## config.mk

```make
export PLATFORM = sky130hd
export DESIGN_NAME = led_chase_effect_sequencer_unit
export DESIGN_NICKNAME = d
export VERILOG_FILES = /design/src/hw/rtl/lces_pkg.sv /design/src/hw/rtl/led_chase_effect_sequencer_unit.sv /design/src/hw/rtl/lces_core.sv /design/src/hw/rtl/lces_out_reg.sv
export SDC_FILE = /design/constraint.sdc
export NUM_CORES = 1
export LEC_CHECK = 0
export BUFFER_PORTS_ARGS = -buffer_cell sky130_fd_sc_hd__buf_2
export CORE_UTILIZATION = 35
export DETAILED_ROUTE_END_ITERATION = 16
export HOLD_SLACK_MARGIN = 0.02
export PLACE_DENSITY_LB_ADDON = 0.15
export SETUP_SLACK_MARGIN = 0.1
export SLEW_MARGIN = 10
export SYNTH_ARGS = -nofsm -noshare
export SYNTH_HDL_FRONTEND = slang
export SYNTH_SLANG_ARGS = --single-unit
```

## constraint.sdc

```tcl
create_clock -name aclk -period 2.5 [get_ports aclk]
set_input_delay 0.25 -clock aclk [delete_from_list [all_inputs] [get_ports aclk]]
set_output_delay 0.25 -clock aclk [all_outputs]
set_load 0.02 [all_outputs]
```

## src/hw/rtl/lces_pkg.sv

```systemverilog
// Shared types and constants for the LED chase effect sequencer.
`default_nettype none

package lces_pkg;

    // Request kinds carried on the input tuser
    typedef enum logic [1:0] {
        REQ_TICK   = 2'd0,
        REQ_SELECT = 2'd1,
        REQ_TOGGLE = 2'd2,
        REQ_NONE   = 2'd3
    } lces_req_t;

    // Switch modes
    localparam logic [2:0] MODE_CYCLE   = 3'd0;
    localparam logic [2:0] MODE_INWARD  = 3'd1;
    localparam logic [2:0] MODE_OUTWARD = 3'd2;
    localparam logic [2:0] MODE_BOUNCE  = 3'd3;
    localparam logic [2:0] MODE_CHASE   = 3'd4;

    // Parts of the all-effects cycle
    localparam logic [1:0] PART_CHASE   = 2'd0;
    localparam logic [1:0] PART_BOUNCE  = 2'd1;
    localparam logic [1:0] PART_OUTWARD = 2'd2;
    localparam logic [1:0] PART_INWARD  = 2'd3;

    // LED patterns
    localparam logic [4:0] PAT_BLANK  = 5'h00;
    localparam logic [4:0] PAT_FIRST  = 5'h01;
    localparam logic [4:0] PAT_LAST   = 5'h10;
    localparam logic [4:0] PAT_CENTRE = 5'h04;
    localparam logic [4:0] PAT_MIDDLE = 5'h0A;
    localparam logic [4:0] PAT_EDGES  = 5'h11;

    // Sequencer state
    typedef struct packed {
        logic [4:0] pattern;
        logic [2:0] mode;
        logic       enabled;
        logic       bounce_dir;
        logic [1:0] three_step_phase;
        logic [1:0] inward_phase;
        logic [1:0] cycle_part;
    } lces_state_t;

    // Result word fields
    typedef struct packed {
        logic [2:0] active_mode;
        logic       lights_enabled;
        logic [4:0] led_pattern;
    } lces_result_t;

endpackage

`default_nettype wire

```

## src/hw/rtl/led_chase_effect_sequencer_unit.sv

```systemverilog
// The result word for an accepted input word is registered and appears on m_tdata in the cycle after it is accepted.
// Throughput: one word per cycle while s_tready is high; the effect state and result register update together.
// s_tready drops only while a result word waits and m_tready is low.
// Reset (aresetn low, synchronous): blank pattern, mode 0, effects enabled,
// all step counters cleared, no result word pending.
`default_nettype none

module led_chase_effect_sequencer_unit (
    input  wire logic        aclk,
    input  wire logic        aresetn,
    input  wire logic        s_tvalid,
    output logic             s_tready,
    input  wire logic [7:0]  s_tdata,   // [2:0] new_mode, [7:3] zero
    input  wire logic [1:0]  s_tuser,   // [1:0] req_type
    output logic             m_tvalid,
    input  wire logic        m_tready,
    output logic [15:0]      m_tdata    // [4:0] led_pattern, [5] lights_enabled,
                                        // [8:6] active_mode, [15:9] zero
);
    import lces_pkg::*;

    logic         accept;
    logic         space;
    lces_result_t result_next;

    // Take a word whenever the result register has room
    assign s_tready = space;
    assign accept   = s_tvalid && space;

    lces_core u_core (
        .aclk        (aclk),
        .aresetn     (aresetn),
        .accept      (accept),
        .req_type    (s_tuser),
        .new_mode    (s_tdata[2:0]),
        .result_next (result_next)
    );

    lces_out_reg u_out (
        .aclk        (aclk),
        .aresetn     (aresetn),
        .load        (accept),
        .result_next (result_next),
        .space       (space),
        .m_tvalid    (m_tvalid),
        .m_tready    (m_tready),
        .m_tdata     (m_tdata)
    );

endmodule

`default_nettype wire

```

## src/hw/rtl/lces_core.sv

```systemverilog
// Effect state registers and their single-pass next-state logic.
`default_nettype none

module lces_core (
    input  wire logic                  aclk,
    input  wire logic                  aresetn,
    input  wire logic                  accept,
    input  wire logic [1:0]            req_type,
    input  wire logic [2:0]            new_mode,
    output lces_pkg::lces_result_t     result_next
);
    import lces_pkg::*;

    lces_state_t state_reg;
    lces_state_t state_next;
    lces_req_t   req;

    assign req = lces_req_t'(req_type);

    // Compute the state after one request
    always_comb begin
        logic [4:0] shl;
        logic [4:0] shr;
        shl = {state_reg.pattern[3:0], 1'b0};
        shr = {1'b0, state_reg.pattern[4:1]};
        state_next = state_reg;
        unique case (req)
            REQ_TICK: begin
                if (state_reg.enabled) begin
                    unique case (state_reg.mode)
                        MODE_CYCLE: begin
                            unique case (state_reg.cycle_part)
                                PART_CHASE: begin
                                    state_next.pattern = shl;
                                    if (shl == PAT_BLANK) begin
                                        state_next.pattern    = PAT_FIRST;
                                        state_next.cycle_part = PART_BOUNCE;
                                    end
                                end
                                PART_BOUNCE: begin
                                    if (!state_reg.bounce_dir) begin
                                        state_next.pattern = shl;
                                        if (shl == PAT_LAST) state_next.bounce_dir = 1'b1;
                                    end else begin
                                        state_next.pattern = shr;
                                        if (shr == PAT_FIRST) begin
                                            state_next.bounce_dir = 1'b0;
                                            state_next.cycle_part = PART_OUTWARD;
                                        end
                                    end
                                end
                                PART_OUTWARD: begin
                                    if (state_reg.three_step_phase == 2'd0) begin
                                        state_next.pattern          = PAT_CENTRE;
                                        state_next.three_step_phase = 2'd1;
                                    end else if (state_reg.three_step_phase == 2'd1) begin
                                        state_next.pattern          = PAT_MIDDLE;
                                        state_next.three_step_phase = 2'd2;
                                    end else begin
                                        state_next.pattern          = PAT_EDGES;
                                        state_next.three_step_phase = 2'd0;
                                        state_next.cycle_part       = PART_INWARD;
                                    end
                                end
                                default: begin
                                    if (state_reg.inward_phase == 2'd0) begin
                                        state_next.pattern      = PAT_EDGES;
                                        state_next.inward_phase = 2'd1;
                                    end else if (state_reg.inward_phase == 2'd1) begin
                                        state_next.pattern      = PAT_MIDDLE;
                                        state_next.inward_phase = 2'd2;
                                    end else begin
                                        state_next.pattern      = PAT_CENTRE;
                                        state_next.inward_phase = 2'd0;
                                        state_next.cycle_part   = PART_CHASE;
                                    end
                                end
                            endcase
                        end
                        MODE_INWARD, MODE_OUTWARD: begin
                            if (state_reg.three_step_phase == 2'd0) begin
                                state_next.pattern = (state_reg.mode == MODE_INWARD)
                                                     ? PAT_EDGES : PAT_CENTRE;
                                state_next.three_step_phase = 2'd1;
                            end else if (state_reg.three_step_phase == 2'd1) begin
                                state_next.pattern          = PAT_MIDDLE;
                                state_next.three_step_phase = 2'd2;
                            end else begin
                                state_next.pattern = (state_reg.mode == MODE_INWARD)
                                                     ? PAT_CENTRE : PAT_EDGES;
                                state_next.three_step_phase = 2'd0;
                            end
                        end
                        MODE_BOUNCE: begin
                            if (!state_reg.bounce_dir) begin
                                state_next.pattern = shl;
                                if (shl == PAT_LAST) state_next.bounce_dir = 1'b1;
                            end else begin
                                state_next.pattern = shr;
                                if (shr == PAT_FIRST) state_next.bounce_dir = 1'b0;
                            end
                        end
                        MODE_CHASE: begin
                            state_next.pattern = (shl == PAT_BLANK) ? PAT_FIRST : shl;
                        end
                        default: begin
                            // blank modes ignore ticks
                        end
                    endcase
                end
            end
            REQ_SELECT: begin
                state_next.mode = new_mode;
                unique case (new_mode)
                    MODE_CYCLE: begin
                        state_next.pattern          = PAT_FIRST;
                        state_next.bounce_dir       = 1'b0;
                        state_next.three_step_phase = 2'd0;
                        state_next.inward_phase     = 2'd0;
                        state_next.cycle_part       = PART_CHASE;
                    end
                    MODE_INWARD: begin
                        state_next.pattern          = PAT_EDGES;
                        state_next.three_step_phase = 2'd0;
                    end
                    MODE_OUTWARD: begin
                        state_next.pattern          = PAT_CENTRE;
                        state_next.three_step_phase = 2'd0;
                    end
                    MODE_BOUNCE: begin
                        state_next.pattern    = PAT_FIRST;
                        state_next.bounce_dir = 1'b0;
                    end
                    MODE_CHASE: begin
                        state_next.pattern = PAT_FIRST;
                    end
                    default: begin
                        state_next.pattern = PAT_BLANK;
                    end
                endcase
            end
            REQ_TOGGLE: begin
                state_next.enabled = ~state_reg.enabled;
            end
            default: begin
                // unused request code: hold state
            end
        endcase
    end

    // Advance state on each accepted word
    always_ff @(posedge aclk) begin
        if (!aresetn) begin
            state_reg <= '{pattern: PAT_BLANK, mode: MODE_CYCLE, enabled: 1'b1,
                           bounce_dir: 1'b0, three_step_phase: 2'd0,
                           inward_phase: 2'd0, cycle_part: PART_CHASE};
        end else if (accept) begin
            state_reg <= state_next;
        end
    end

    // Result fields follow the new state
    assign result_next.led_pattern    = state_next.pattern;
    assign result_next.lights_enabled = state_next.enabled;
    assign result_next.active_mode    = state_next.mode;

endmodule

`default_nettype wire

```

## src/hw/rtl/lces_out_reg.sv

```systemverilog
// Result register for the master stream side.
`default_nettype none

module lces_out_reg (
    input  wire logic                  aclk,
    input  wire logic                  aresetn,
    input  wire logic                  load,
    input  wire lces_pkg::lces_result_t result_next,
    output logic                       space,
    output logic                       m_tvalid,
    input  wire logic                  m_tready,
    output logic [15:0]                m_tdata
);
    import lces_pkg::*;

    logic         valid_reg;
    lces_result_t data_reg;

    // Room for a new word when empty or when the held word leaves now
    assign space = !valid_reg || m_tready;

    // Track the held word
    always_ff @(posedge aclk) begin
        if (!aresetn) begin
            valid_reg <= 1'b0;
        end else if (load) begin
            valid_reg <= 1'b1;
        end else if (m_tready) begin
            valid_reg <= 1'b0;
        end
    end

    // Load result data
    always_ff @(posedge aclk) begin
        if (load) begin
            data_reg <= result_next;
        end
    end

    assign m_tvalid = valid_reg;
    assign m_tdata  = {7'd0, data_reg};

endmodule

`default_nettype wire
```

==> metrics.yaml, run 1 <==
ys_async_sr_fraction: 0
sw_frac_of_total: 0.2897
overflow: 0
place.gp.congestion: 0.8468
p_sw_uw: 310.1
relSlewSlack: 0.5740
maxCapViolations: 0
htree_levels: 1
path_class: "register to register"
wirelength_microns: 4872
viasPerCell: 5.600
arrival_ns: 2.18
synth_area_leaders: "dfxtp_1 (18%), edfxtp_1 (14%), nand2_1 (4.5%)"
multi_input_area_sq_mm: 0.001156
antenna_found_initial: 0
cts_sinks: 26
p_int_uw: 760.4
clk_latency_ns: 0.28
post_dp_cell_area_sq_mm: 0.002006
die-area_sq_mm: 0.005806
rsz0062_at_grt: "false"
io_buffers: 19
setup_viol: 0
clockRootBuffer: "clkbuf_8"
numCtsBuffers: 3
ys_top_cells_by_count: "nand2_1 (23), clkbuf_1 (17), dfxtp_1 (17), o21ai_0 (16), nor2_1 (14)"
cts_hold_buf: 0
postCtsSetupBuffers: 0
fin_crit_ns: 2.138
ctsResizeCount: 0
core_sq_mm: 0.005205
seq_area_sq_um: 610.6
synth_area_per_cell_sq_um: 8.165
synth_seq_cells: 26
via_count: 1736
dieWidth_microns: 76.20
ys_types: 57
postSynthCellCount: 236
startpoint: "u_core.state_reg[9]$_SDFFE_PN0P_"
ys_warn_count: 0
seqPwrFrac: 0.458
cp_max_fo: 18
drtIter0Drc: 130
status: "completed"
synth-main-ff-cell: "dfxtp_1"
design_area_sq_mm: 0.002077
grtUsageTotal: 0.1728
grt_max_degree: 21
initial_core_util: 0.3702
drive_gt1_frac: 0.1542
timing.rr.end: "u_out.m_tdata[1]$_DFFE_PP_"
min_from: "aresetn"
hold_end: "u_core.state_reg[7]$_SDFFE_PN1P_"
synth.top_cell.area_share: 0.1766
yosysTopAreaCell: "dfxtp_1"
yosysSeqAreaShare: 0.3169
p_clk_frac: 0.335
final_cells: 310
syn_area_sq_mm: 0.001927
boundaryPins: 32
slew_violations: 0
dpl.cell_count: 306
die_h_microns: 76.20
powerDensity_mw_per_mm2: 515.4
r2r_slack_ns: 0.36
clockBufferDepth: 2
nNetsFinal: 260
fillers: 564
grt_pass1_vias: 1526
area_growth_pct: 7.792
required_ns: 2.54
synth-edff-count: 9
yosysMostFrequentCell: "nand2_1"
ff2ff_path_depth: 5
leakage_nw: 0.8287
drt-wirelength-per-cell_microns: 15.72
tns_ns: 0
setup.worst_path.end_class: "register"
firstDrtPassIters: 4
max_freq_mhz: 467.8
largest_reg_flops: 16
antennaDiodeCount: 0
drt.antenna.violating_nets: 0
irDropWorstVdd_mv: 0.3344
period_share: 0.8551
hpwl_microns: 3526
path_clk_slew_ns: 0.10
reg2reg_from: "u_core.state_reg[9]$_SDFFE_PN0P_"
fp-row-count: 26
cts_tree: "built"
hold_depth: 2
hold_path_class: "input port to register"
final_util: 0.3990
total_power_mw: 1.070
hold_viol: 0
grt_pass1_wl_microns: 7983
drc: 0
worstMarginPinSlew_ns: 0.6290
startpoint_type: "register"
skew_ns: 0.003722
share_comb_of_total_power: 0.207
## power groups by stage
stage,clock network (mW),registers [mW],logic (mW)
2_1_floorplan,0,0.499,0.169
3_3_place_gp,0,0.500,0.220
3_5_place_dp,0,0.500,0.219
4_1_cts,0.378,0.490,0.220
5_1_grt,0.392,0.495,0.241
6_report,0.359,0.491,0.221
## cell usage in the layout (no fill, tap or decap), drive strengths merged, types with 2 or more instances in the layout
cell	netlist	final
nand2	23	23
buf	12	23
dfxtp	17	17
o21ai	16	16
nor2	14	14
a21oi	13	13
nor3	10	10
nor2b	10	10
edfxtp	9	9
conb	1	7
inv	7	7
o211ai	6	6
o2111ai	5	5
ha	5	5
nor4	4	4
a31oi	4	4
nand2b	4	4
a21boi	4	4
o221ai	4	4
a21o	4	4
mux2i	4	4
mux2	3	3
o211a	3	3
clkbuf	17	3
or2	3	3
nand3	2	2
nand3b	2	2
xnor2	2	2
o2bb2ai	2	2
a22oi	2	2
and3	2	2
a32o	2	2
or4	2	2
o311ai	2	2
## area by class of cell
cell class	instances	area share
clock inverter	1	0.01446
multi-input combinational	180	0.5566
sequential	26	0.2940
inverter	7	0.01265
clock buffer	3	0.01988
tap	70	0.04217
timing repair buffer	23	0.06024
## worst max-delay path: stages, from the launching register on
cell      delay, ns
dfxtp_1        0.49
o21ai_0        0.60
nand2_1        0.20
a21oi_1        0.23
o221ai_1       0.20
a21o_1         0.19
## cells by family after synthesis
group | share of synthesized area
muxes | 0.03831
DFF | 0.3169
xor gates and xnor gates | 0.01364
AOI/OAI and AO/OA | 0.2688
other | 0.001946
buffers and inverters | 0.09480
and+or+nand+nor | 0.2331
adders and majority gates | 0.03247
## metal layers
metal,up-vias,share of wire,track usage
met2,49,0.46,0.2682
met1,821,0.49,0.2487
li1,864,-,-
met5,-,0,0
met4,0,0.0055,0.04038
met3,2,0.045,0.02874
## through the flow
| step | hold slack (ns) | setup WS [ns] |
|---|---|---|
| finish | 0.3167 | 0.3623 |
| global route | 0.3406 | 0.2189 |
| CTS | 0.3066 | 0.4359 |
| detailed placement | 0.4976 | 0.4538 |
| global placement | 0.4870 | 0.4603 |
| floorplan | 0.4471 | 0.5909 |
## how the worst max path moves through the flow
| stage | endpoint | slack (ns) | depth (start not counted) |
|---|---|---|---|
| 6_report | u_out.m_tdata[1]$_DFFE_PP_ | 0.36 | 5 |
| 5_1_grt | u_out.m_tdata[0]$_DFFE_PP_ | 0.22 | 6 |
| 3_3_place_gp | u_out.m_tdata[1]$_DFFE_PP_ | 0.46 | 5 |
| 4_1_cts | u_out.m_tdata[0]$_DFFE_PP_ | 0.44 | 6 |
| 3_5_place_dp | u_out.m_tdata[1]$_DFFE_PP_ | 0.45 | 5 |
| 2_1_floorplan | u_core.state_reg[3]$_SDFFE_PN0P_ | 0.59 | 7 |
Power figures use the tool's default switching activity.
==> run 2: changes to the inputs <==
--- a/config.mk
+++ b/config.mk
@@ -8,8 +8,9 @@
 export BUFFER_PORTS_ARGS = -buffer_cell sky130_fd_sc_hd__buf_2
 export CORE_UTILIZATION = 35
 export DETAILED_ROUTE_END_ITERATION = 16
+export GPL_TIMING_DRIVEN = 0
 export HOLD_SLACK_MARGIN = 0.02
-export PLACE_DENSITY_LB_ADDON = 0.15
+export PLACE_DENSITY = 0.58
 export SETUP_SLACK_MARGIN = 0.1
 export SLEW_MARGIN = 10
 export SYNTH_ARGS = -nofsm -noshare
==> metrics.yaml, run 2 (synthesis gave the netlist of run 1 again) <==
status: "completed"
drive_gt1_frac: 0.1641  # +0.009955
tns_ns: 0  # unchanged
path_cells: "clkbuf_1, o21ai_0, nand2_1, a21oi_1, o221ai_1, a21o_1"
hold_path_class: "input port to register"
die_h_microns: 76.20  # unchanged
setup.worst_path.end_class: "register"
clockRootBuffer: "clkbuf_8"
antennaDiodeCount: 0  # unchanged
cts_hold_buf: 0  # unchanged
final_cell_mix: "nand2_1 (23), buf_2 (18), dfxtp_1 (17)"
seq_area_sq_um: 610.6  # unchanged
powerDensity_mw_per_mm2: 502.4  # -2.5%
area_growth_pct: 13.64
period_share: 0.8793  # +0.02417
hold_viol: 0  # unchanged
cts_sinks: 26  # unchanged
final_cells: 332  # +7.1%
grt_pass1_vias: 1653  # +8.3%
clk_latency_ns: 0.28  # about the same
viasPerCell: 5.551  # -0.87%
slew_violations: 0  # unchanged
relSlewSlack: 0.2467  # -0.3274
overflow: 0  # unchanged
final_util: 0.4207  # +0.02164
skew_ns: 0.001767  # -0.001954 ns
initial_core_util: 0.3702  # unchanged
irDropWorstVdd_mv: 0.2432  # -27%
path_buf_inv: 1  # +1
cp_max_fo: 9  # -9
worstMarginPinSlew_ns: 1.126  # +0.4968 ns
required_ns: 2.55  # about the same
wirelength_microns: 5203  # +6.8%
largest_reg_flops: 16  # unchanged
drc: 0  # unchanged
layout_commonest_cell: "nand2_1"
grt_pass1_wl_microns: 8866  # +11%
htree_levels: 1  # unchanged
die-area_sq_mm: 0.005806  # unchanged
drt-wirelength-per-cell_microns: 15.67  # -0.28%
grt_max_degree: 16  # -24%
antenna_found_initial: 0  # unchanged
arrival_ns: 2.25  # +0.07 ns
drt.antenna.violating_nets: 0  # unchanged
path_clk_slew_ns: 0.10  # about the same
nNetsFinal: 282  # +8.5%
cp_top_family: "compound AO/OA/AOI/OAI gates"
firstDrtPassIters: 5  # +1
boundaryPins: 32  # unchanged
clockBufferDepth: 2  # unchanged
dpl.cell_count: 328  # +7.2%
maxCapViolations: 0  # unchanged
slowest_delay_ns: 0.64  # +0.04 ns
dieWidth_microns: 76.20  # unchanged
startpoint_type: "register"
slowest_stage: "o21ai_0"
grtUsageTotal: 0.1895  # +0.01671
fp-row-count: 26  # unchanged
via_count: 1843  # +6.2%
core_sq_mm: 0.005205  # unchanged
multi_input_area_sq_mm: 0.001156  # unchanged
setup_viol: 0  # unchanged
fin_crit_ns: 2.198  # +0.06042 ns
numCtsBuffers: 3  # unchanged
drtIter0Drc: 130  # unchanged
rsz0062_at_grt: "false"
cts_tree: "built"
fillers: 561  # -0.53%
leakage_nw: 0.8829  # +6.6%
io_buffers: 16  # -3
max_freq_mhz: 454.9  # -2.7%
path_class: "register to register"
place.gp.congestion: 0.9110  # +7.6%
hpwl_microns: 3781  # +7.2%
-- run 2: changes by cell type in the layout (fill, tap and decap cells not counted), sizes merged --
cell,delta
clkbuf,+17
buf,+5
-- run 2: repair_timing --
item,CTS,global route
gates resized for setup,0,2
buffers inserted,0,0
hold endpoints to repair,0,0
endpoints found under the setup margin,0,2
-- run 2: area by class of cell --
type                    count  share of cell area
multi-input cells         180              0.5280
flip-flops and latches     26              0.2789
plain buffers              29             0.07200
well taps                  70             0.04000
repair buffers             16             0.03657
clock buffers               3             0.01886
clock inverters             1             0.01371
inverters                   7             0.01200
-- run 2: tightest hold or removal path: stages --
cell	delay (ns)
buf_2	0.09
inv_2	0.07
a21boi_0	0.14
-- run 2: routing by layer --
metal / up-vias / share of wire / wire, microns / global-route usage
li1: 912 / - / - / -
met1: 863 / 0.50 / 2581 / 0.2832
met2: 59 / 0.43 / 2254 / 0.2800
met3: 9 / 0.051 / 267 / 0.02874
met4: 0 / 0.019 / 99 / 0.05192
met5: - / 0 / 0 / 0
-- run 2: metrics by stage --
stage | worst slack, ns | hold slack (ns) | cell area (sq um) | power [mW]
after floorplan | 0.5909 | 0.4471 | 1949 | 0.6679
after global routing | 0.1452 | 0.3526 | 2190 | 1.146
after global placement | 0.2643 | 0.4980 | 2117 | 0.7351
after CTS | 0.2320 | 0.3202 | 2188 | 1.098
after detailed placement | 0.2422 | 0.5021 | 2117 | 0.7356
final | 0.3018 | 0.3088 | 2190 | 1.100
-- run 2: report_power, final --
group	internal (mW)	total (mW)	switching, mW	leakage (nW)
Combinational	0.0941	0.255	0.161	0.619
Clock	0.215	0.370	0.155	0.0357
Sequential	0.463	0.475	0.0119	0.228
-- run 2: worst paths after layout --
| path | slack [ns] | start | cells past startpoint | end |
|---|---|---|---|---|
| worst max-delay path | 0.30 | u_core.state_reg[9]$_SDFFE_PN0P_ | 6 | u_out.m_tdata[1]$_DFFE_PP_ |
| worst min-delay path | 0.31 | s_tvalid | 3 | u_out.m_tvalid$_SDFFE_PN0P_ |
| worst max register to register | 0.30 | u_core.state_reg[9]$_SDFFE_PN0P_ | 6 | u_out.m_tdata[1]$_DFFE_PP_ |
| worst min register to register | 0.51 | u_core.state_reg[1]$_SDFFE_PN0P_ | 2 | u_core.state_reg[1]$_SDFFE_PN0P_ |
==> run 3: changes to the inputs <==
--- a/config.mk
+++ b/config.mk
@@ -5,12 +5,14 @@
 export SDC_FILE = /design/constraint.sdc
 export NUM_CORES = 1
 export LEC_CHECK = 0
-export BUFFER_PORTS_ARGS = -buffer_cell sky130_fd_sc_hd__buf_2
+export ABC_AREA = 1
 export CORE_UTILIZATION = 35
 export DETAILED_ROUTE_END_ITERATION = 16
+export DONT_BUFFER_PORTS = 1
+export GPL_ROUTABILITY_DRIVEN = 1
 export GPL_TIMING_DRIVEN = 0
 export HOLD_SLACK_MARGIN = 0.02
-export PLACE_DENSITY = 0.58
+export PLACE_DENSITY = 0.53
 export SETUP_SLACK_MARGIN = 0.1
 export SLEW_MARGIN = 10
 export SYNTH_ARGS = -nofsm -noshare
==> metrics.yaml, run 3 <==
ys_top_cells_by_count: "nand2_1 (72), nor2_1 (40), inv_1 (31), a21oi_1 (28)"
startpoint_type: "register"
nNetsFinal: 306  # +8.5%
layout_commonest_cell: "nand2_1"
dieWidth_microns: 73.80  # -3.1%
grt_pass1_wl_microns: 7452  # -16%
hold_path_class: "input port to register"
ys_warn_count: 0  # unchanged
grtUsageTotal: 0.1817  # -0.007805
ys_types: 29  # -49%
hold_depth: 2  # -1
status: "completed"
timing.rr.end: "u_out.m_tdata[0]$_DFFE_PP_"
worstMarginPinSlew_ns: 0.5534  # -0.5724 ns
hold_end: "u_core.state_reg[6]$_SDFFE_PN0P_"
synth-edff-count: 9  # unchanged
cts_sinks: 26  # unchanged
antennaDiodeCount: 0  # unchanged
postSynthCellCount: 276  # +17%
r2r_slack_ns: 0.73  # +0.43 ns
post-place-ws_ns: 0.7489  # +0.5068 ns
path_clk_slew_ns: 0.10  # about the same
syn_area_sq_mm: 0.001804  # -6.4%
clk_latency_ns: 0.27  # about the same
leakage_nw: 0.8626  # -2.3%
firstDrtPassIters: 7  # +2
postCtsSetupBuffers: 0  # unchanged
slowest_stage: "dfxtp_1"
required_ns: 2.52  # -0.03 ns
yosysTopAreaCell: "dfxtp_1"
largest_reg_flops: 16  # unchanged
seq_area_sq_um: 610.6  # unchanged
reg2reg_from: "u_core.state_reg[0]$_SDFFE_PN0P_"
path_class: "register to register"
wirelength_microns: 4581  # -12%
boundaryPins: 32  # unchanged
fillers: 532  # -5.2%
area_growth_pct: 8.391
cp_top_family: "simple AND/OR/NAND/NOR gates"
irDropWorstVdd_mv: 0.2478  # +1.9%
fin_crit_ns: 1.770  # -0.4281 ns
yosysSeqAreaShare: 0.3384  # +0.02154
htree_levels: 1  # unchanged
numCtsBuffers: 3  # unchanged
hpwl_microns: 3572  # -5.5%
path_buf_inv: 1  # unchanged
setup_ws_ns: 0.7299  # +0.4281 ns
setup_viol: 0  # unchanged
clockRootBuffer: "clkbuf_8"
initial_core_util: 0.3721  # +0.001937
die-area_sq_mm: 0.005446  # -6.2%
skew_ns: 0.006491  # +0.004724 ns
die_h_microns: 73.80  # -3.1%
antenna_found_initial: 0  # unchanged
grt_pass1_vias: 1455  # -12%
period_share: 0.7080  # -0.1712
cts_tree: "built"
yosysMostFrequentCell: "nand2_1"
ys_async_sr_fraction: 0  # unchanged
via_count: 1720  # -6.7%
path_cells: "inv_1, ha_1, nand2_1, nand2_1, nor2_1, nand2_1, nand2_1, nand2_1, o21ai_1, o211ai_1"
drive_gt1_frac: 0.08042  # -0.08370
drtIter0Drc: 121  # -6.9%
min_from: "aresetn"
crit_top_cell: "nand2_1"
rsz0062_at_grt: "false"
synth_area_leaders: "dfxtp_1 (19%), edfxtp_1 (15%), nand2_1 (15%)"
drt.antenna.violating_nets: 0  # unchanged
drt-wirelength-per-cell_microns: 12.98  # -17%
arrival_ns: 1.79  # -0.46 ns
tns_ns: 0  # unchanged
design_area_sq_mm: 0.001956  # -11%
cts_hold_buf: 0  # unchanged
final_util: 0.4034  # -0.01732
post_dp_cell_area_sq_mm: 0.001911  # -9.8%
max_freq_mhz: 564.9  # +24%
overflow: 0  # unchanged
maxCapViolations: 0  # unchanged
hold_viol: 0  # unchanged
synth-main-ff-cell: "dfxtp_1"
relSlewSlack: 0.6311  # +0.3844
core_sq_mm: 0.004848  # -6.9%
clockBufferDepth: 2  # unchanged
drc: 0  # unchanged
synth.top_cell.area_share: 0.1886  # +0.01200
slew_violations: 0  # unchanged
ctsResizeCount: 0  # unchanged
setup.worst_path.end_class: "register"
synth_area_per_cell_sq_um: 6.537  # -20%
final_cell_mix: "nand2_1 (72), nor2_1 (40), inv_1 (31)"
synth_seq_cells: 26  # unchanged
place.gp.congestion: 0.9059  # -0.56%
multi_input_area_sq_mm: 0.001023  # -11%
viasPerCell: 4.873  # -12%
cp_max_fo: 6  # -3
ff2ff_path_depth: 10  # +4
powerDensity_mw_per_mm2: 513.9  # +2.3%
fp-row-count: 25  # -3.8%
io_buffers: 0  # -16
grt_max_degree: 17  # +1
slowest_delay_ns: 0.42  # -0.22 ns
-- run 3: changes by cell type after synthesis, moves of 5 or more --
cell	previous run	this run
o2111ai_1	5	0
nand2_1	23	72
inv_1	6	31
nor2_1	14	40
nor3_1	10	3
nor2b_1	9	0
a21oi_1	13	28
clkbuf_1	17	1
nand3_1	2	17
-- run 3: cell families (layout without fill, tap and decap cells) --
family | count (synthesis) | after routing | share of synthesized area
AO/OA/AOI/OAI | 56 | 56 | 0.1699
XOR/XNOR | 1 | 1 | 0.004855
adder cells (fa/ha/maj) | 5 | 5 | 0.03467
buffers and inverters | 44 | 48 | 0.1068
flip-flops | 26 | 26 | 0.3384
other | 1 | 7 | 0.002078
AND/OR/NAND/NOR | 143 | 143 | 0.3433
-- run 3: final cells by class --
type,count,share of cell area
clock buffer,4,0.02303
tap,67,0.04287
inverter,35,0.06718
multi-input combinational,212,0.5234
sequential,26,0.3122
buffer,9,0.03135
-- run 3: worst max-delay path by stage --
stage | to | depth (start not counted) | from | slack, ns
floorplan | u_out.m_tdata[0]$_DFFE_PP_ | 10 | u_core.state_reg[0]$_SDFFE_PN0P_ | 0.98
global placement | u_out.m_tdata[0]$_DFFE_PP_ | 10 | u_core.state_reg[0]$_SDFFE_PN0P_ | 0.77
detailed placement | u_out.m_tdata[0]$_DFFE_PP_ | 10 | u_core.state_reg[0]$_SDFFE_PN0P_ | 0.75
CTS | u_out.m_tdata[0]$_DFFE_PP_ | 10 | u_core.state_reg[0]$_SDFFE_PN0P_ | 0.73
global route | u_core.state_reg[7]$_SDFFE_PN1P_ | 5 | u_out.m_tvalid$_SDFFE_PN0P_ | 0.55
finish | u_out.m_tdata[0]$_DFFE_PP_ | 10 | u_core.state_reg[0]$_SDFFE_PN0P_ | 0.73
-- run 3: power by group --
part           internal [mW]  switching (mW)  total, mW
clock network          0.114           0.143      0.258
logic                 0.0758           0.162      0.238
registers              0.472          0.0378      0.510
-- run 3: layer usage --
layer,vias to the layer above,share of wire,track usage
met4,0,0.012,0.04701
met3,4,0.069,0.03018
met5,-,0,0
li1,905,-,-
met1,760,0.50,0.2676
met2,51,0.42,0.2712
-- run 3: stage by stage --
step                power (mW)  hold slack, ns  std cells
floorplan               0.7029          0.3918        282
global placement        0.7549          0.4211        349
detailed placement      0.7545          0.4182        349
CTS                      1.011          0.1206        353
global route             1.068          0.1218        353
finish                   1.005          0.1190        353
